--- config.mk ---
export PLATFORM = sky130hd
export DESIGN_NAME = tsss_ram
export DESIGN_NICKNAME = d
export VERILOG_FILES = /design/src/rtl/tsss_ram.sv
export SDC_FILE = /design/constraint.sdc
export NUM_CORES = 1
export LEC_CHECK = 0
export BUFFER_PORTS_ARGS = -buffer_cell sky130_fd_sc_hd__buf_2
export CAP_MARGIN = 20
export CORE_MARGIN = 3
export CORE_UTILIZATION = 53
export CTS_CLUSTER_SIZE = 28
export DETAILED_ROUTE_END_ITERATION = 16
export GPL_TIMING_DRIVEN = 0
export PLACE_DENSITY_LB_ADDON = 0.08
export SYNTH_ARGS = -nofsm -noshare
export SYNTH_HDL_FRONTEND = slang
export SYNTH_SLANG_ARGS = --single-unit
export TNS_END_PERCENT = 50
--- constraint.sdc ---
create_clock -name clock -period 1.67 [get_ports clock]
set_input_delay 0.2505 -clock clock [delete_from_list [all_inputs] [get_ports clock]]
set_output_delay 0.2505 -clock clock [all_outputs]
set_load 0.02 [all_outputs]
--- src/rtl/tsss_ram.sv ---
`timescale 1ns / 1ps
// ----------------------------------------------------------------------------
// tsss_ram
// Generic RAM: one write port, one read port, registered read data.
// ----------------------------------------------------------------------------
module tsss_ram #(
   parameter int WIDTH = 8,
   parameter int DEPTH = 16,
   localparam int AW = (DEPTH > 1) ? $clog2(DEPTH) : 1
) (
   input  logic             clock,
   input  logic             wr_en,
   input  logic [AW-1:0]    wr_addr,
   input  logic [WIDTH-1:0] wr_data,
   input  logic [AW-1:0]    rd_addr,
   output logic [WIDTH-1:0] rd_data
);

   logic [WIDTH-1:0] mem_ff [DEPTH];
   logic [WIDTH-1:0] rd_data_ff;

   always_ff @(posedge clock) begin
      if (wr_en) begin
         mem_ff[wr_addr] <= wr_data;
      end
      rd_data_ff <= mem_ff[rd_addr];
   end

   assign rd_data = rd_data_ff;

endmodule

# == Word-level counts from Yosys, hierarchy flattened ==
# Memories as Yosys holds them, arrays and structs flattened. A register that Yosys moved wholly into a read port is not among the register bits.
# Cells that the tools add are included.
# totals
regBits,0
n_memories,1
ramBits,128
inputBits,18
# mem_list
name,depth,word_bits,read_ports,rd_ports_with_merged_regs,write_ports,line_no,rtl
mem_ff,16,8,1,1,1,19,logic [WIDTH-1:0] mem_ff [DEPTH];
# op_classes
muxes,2
# op_table
op,count
$mux W1,2

# == Logic depth before layout (Yosys ltp) ==
# depth
ltp_word,2
depth_mapped,5
mapped_depth_nobuf,3

# == Least setup slack after synthesis ==
# No wires, ideal clock.
# synth_timing
path_type,input to register
from,in wr_addr[2]
to,mem mem_ff[0][0] (enable)
setup_time_ps,383
cell_stages,2
setup_slack_ps,-73
n_path_buf,0
t_required_ps,1287
arrival_time_ps,1360
path_cell_list,or3b_2 -> nor3_1
# synth_rtl
element,line_no,rtl
start: declaration,13,"input logic [AW-1:0] wr_addr,"
end: declaration,19,
# Straight into the memory's write port.

# == Final worst setup path ==
# layout_timing
from,in wr_addr[2]
to,mem mem_ff[1][3] (enable)
# Straight into the memory's write port.

==> flow_metrics.py <==
metrics = {
    "worst_hold_path": {
        "min_path_type": "in2reg",
    },
    "sta": {
        "finalHoldViolCount": 0,
        "fmax_ghz": 0.704,
        "slew_violations": 0,
        "worst_slack_ps": 250,
        "worst_pin_slew_ps": 808,
        "rsz0062_at_grt": "false",
        "hold_slack_ps": 147,
        "min_period_over_period": 0.850,
        "fin_skew_ps": 5.73,
        "tns_ps": 0,
        "min_period_ps": 1420,
        "max_slew_margin": 0.459,
        "setup_viol": 0,
    },
    "worst_setup_path": {
        "critPathMaxStageDelay_ps": 640,
        "critPathKind": "in2reg",
        "cpLargestDelayFamily": "simple AND/OR/NAND/NOR gates",
        "cp-end-kind": "register",
        "arrival_ps": 1550,
        "start_kind": "input port",
        "slowest_stage": "nor2_1",
        "path_buf_inv": 1,
        "cp_max_fo": 8,
        "crit_chain": "buf_2 > or3b_2 > nor2_1",
        "required_ps": 1800,
    },
    "synth": {
        "yosysUniqueCellTypes": 19,
        "synth_cells": 229,
        "synth_top_area_frac": 0.747,
        "async_flop_share": 0,
        "ys_seq_elements": 136,
        "synth_edf_count": 128,
        "synth_most_common_cell": "edfxtp_1",
        "synthTopCellsByArea": "edfxtp_1 75%, mux4_2 7.9%, mux4_1 7.1%, dfxtp_1 3.1%, a22oi_1 2.3%",
        "synth-seq-area-share": 0.778,
        "syn_nets": 247,
        "yosys.area.top_type": "edfxtp_1",
        "ys_top_cells_by_count": "128 x edfxtp_1, 18 x mux4_2, 16 x a22oi_1",
        "syn-cell-area_mm2": 0.00515,
        "syn_area_per_cell_um2": 22.5,
        "yosys_warnings": 0,
        "ys.flop_type": "edfxtp_1",
    },
    "cts": {
        "root_buffer": "clkbuf_8",
        "clk_pin_slew_ps": 60,
        "postCtsSetupBuffers": 0,
        "htree_num_levels": 4,
        "cts_hold_buffers": 0,
        "cts_sinks": 136,
        "clk_latency_ps": 510,
        "clk_path_buf_depth": 2,
        "cts_buffers": 17,
        "cts_tree": "done",
        "cts_resized": 0,
    },
    "global_routing": {
        "track_usage": 0.197,
        "grt_overflow": 0,
        "grt_pass1_vias": 2382,
        "grt_max_degree": 17,
        "grt_pass1_wl_um": 15000,
        "antenna_found_initial": 0,
    },
    "power_and_ir_drop": {
        "p_sw_mw": 1.53,
        "p_comb_frac": 0.049,
        "peakVddDrop_mv": 0.661,
        "swShare": 0.195,
        "p_clk_frac": 0.462,
        "leakage_nw": 2.03,
        "pwr-share-seq": 0.489,
        "p_total_mw": 7.84,
        "power_density_mw_per_mm2": 1300,
        "internal_power_mw": 6.32,
    },
    "routing": {
        "vias": 2411,
        "drc": 0,
        "vias_per_cell": 5.78,
        "drt_pass1_iterations": 5,
        "wirelength_um": 9870,
        "drt-initial-drc-count": 175,
        "wl_per_cell_um": 23.7,
        "ant_nets": 0,
    },
    "flow_run": {
        "drv_cap": 0,
    },
    "place": {
        "dp_hpwl_um": 6290,
        "dpl.cell_count": 385,
        "placed_area_mm2": 0.00545,
        "io_buffers": 24,
        "post-place-ws_ps": -298,
        "gp_routability_congestion": 0.741,
    },
    "layout": {
        "drive_above_1_share": 0.292,
        "nets": 293,
        "num_antenna_cells": 0,
        "syn2layout_area_growth_pct": 17.3,
        "fin_cells": 417,
        "post-route-util": 0.647,
        "post-route-cell-area_mm2": 0.00604,
    },
    "outcome": {
        "outcome": "complete, no violations",
    },
    "die": {
        "start_util": 0.552,
        "io_pins": 26,
        "die_y_um": 105,
        "dieArea_mm2": 0.0109,
        "fp.coreArea_mm2": 0.00933,
        "die_w_um": 105,
        "rows": 35,
    },
}
==> registers in the layout (all words and copies together), names as in the netlist <==
signal	count
mem_ff	128
rd_data	8
==> power groups by stage <==
stage	combinational, mW	clock (mW)	sequential, mW
final	0.387	3.62	3.84
after global routing	0.420	3.85	3.84
after CTS	0.394	3.67	3.84
after detailed placement	0.392	0	3.91
after global placement	0.383	0	3.90
after floorplan	0.194	0	3.93
==> cells by family after synthesis <==
family | count (synthesis) | share of synthesized area
AO/OA/AOI/OAI | 16 | 0.0233
flip-flops | 136 | 0.778
AND/OR/NAND/NOR | 35 | 0.0318
multiplexers | 32 | 0.150
buffers and inverters | 10 | 0.0168
==> cell usage in the layout (no fill, tap or decap), types with 2 or more instances in the layout <==
cell / n
buf_6: 3
clkinv_2: 2
a22oi_1: 16
edfxtp_1: 128
mux4_2: 18
clkbuf_8: 3
nand3b_1: 2
clkbuf_16: 16
buf_4: 3
buf_2: 28
bufinv_16: 3
clkdlybuf4s25_2: 3
mux4_1: 14
clkbuf_1: 5
nand2b_1: 2
nand2_1: 9
nor2_1: 13
nor3_1: 3
clkinvlp_4: 3
dfxtp_1: 8
==> worst paths after layout <==
| kind | slack (ps) | from | cells past startpoint | endpoint |
|---|---|---|---|---|
| max reg2reg | 270 | mem_ff[5][1] | 3 | rd_data[1] |
| max | 250 | wr_addr[2] | 3 | mem_ff[1][3] |
| min reg2reg | 690 | mem_ff[8][3] | 3 | rd_data[3] |
| min | 150 | wr_data[6] | 1 | mem_ff[7][6] |
==> layer usage <==
layer	part of all wire	wire, um	track usage	up-vias
li1	-	-	-	1070
met1	0.42	4100	0.290	1245
met2	0.50	4920	0.294	88
met3	0.078	773	0.0531	8
met4	0.0077	76	0.0570	0
met5	0	0	0	-
==> cell type report <==
cell class,count,area [um2]
plain buffers,10,86.3
clock buffers,24,460
clock inverters,8,123
fillers,625,3290
multi-input cells,83,1060
flip-flops and latches,136,4000
well taps,129,161
repair buffers,27,140
No activity file was read; power rests on OpenSTA's default activity.
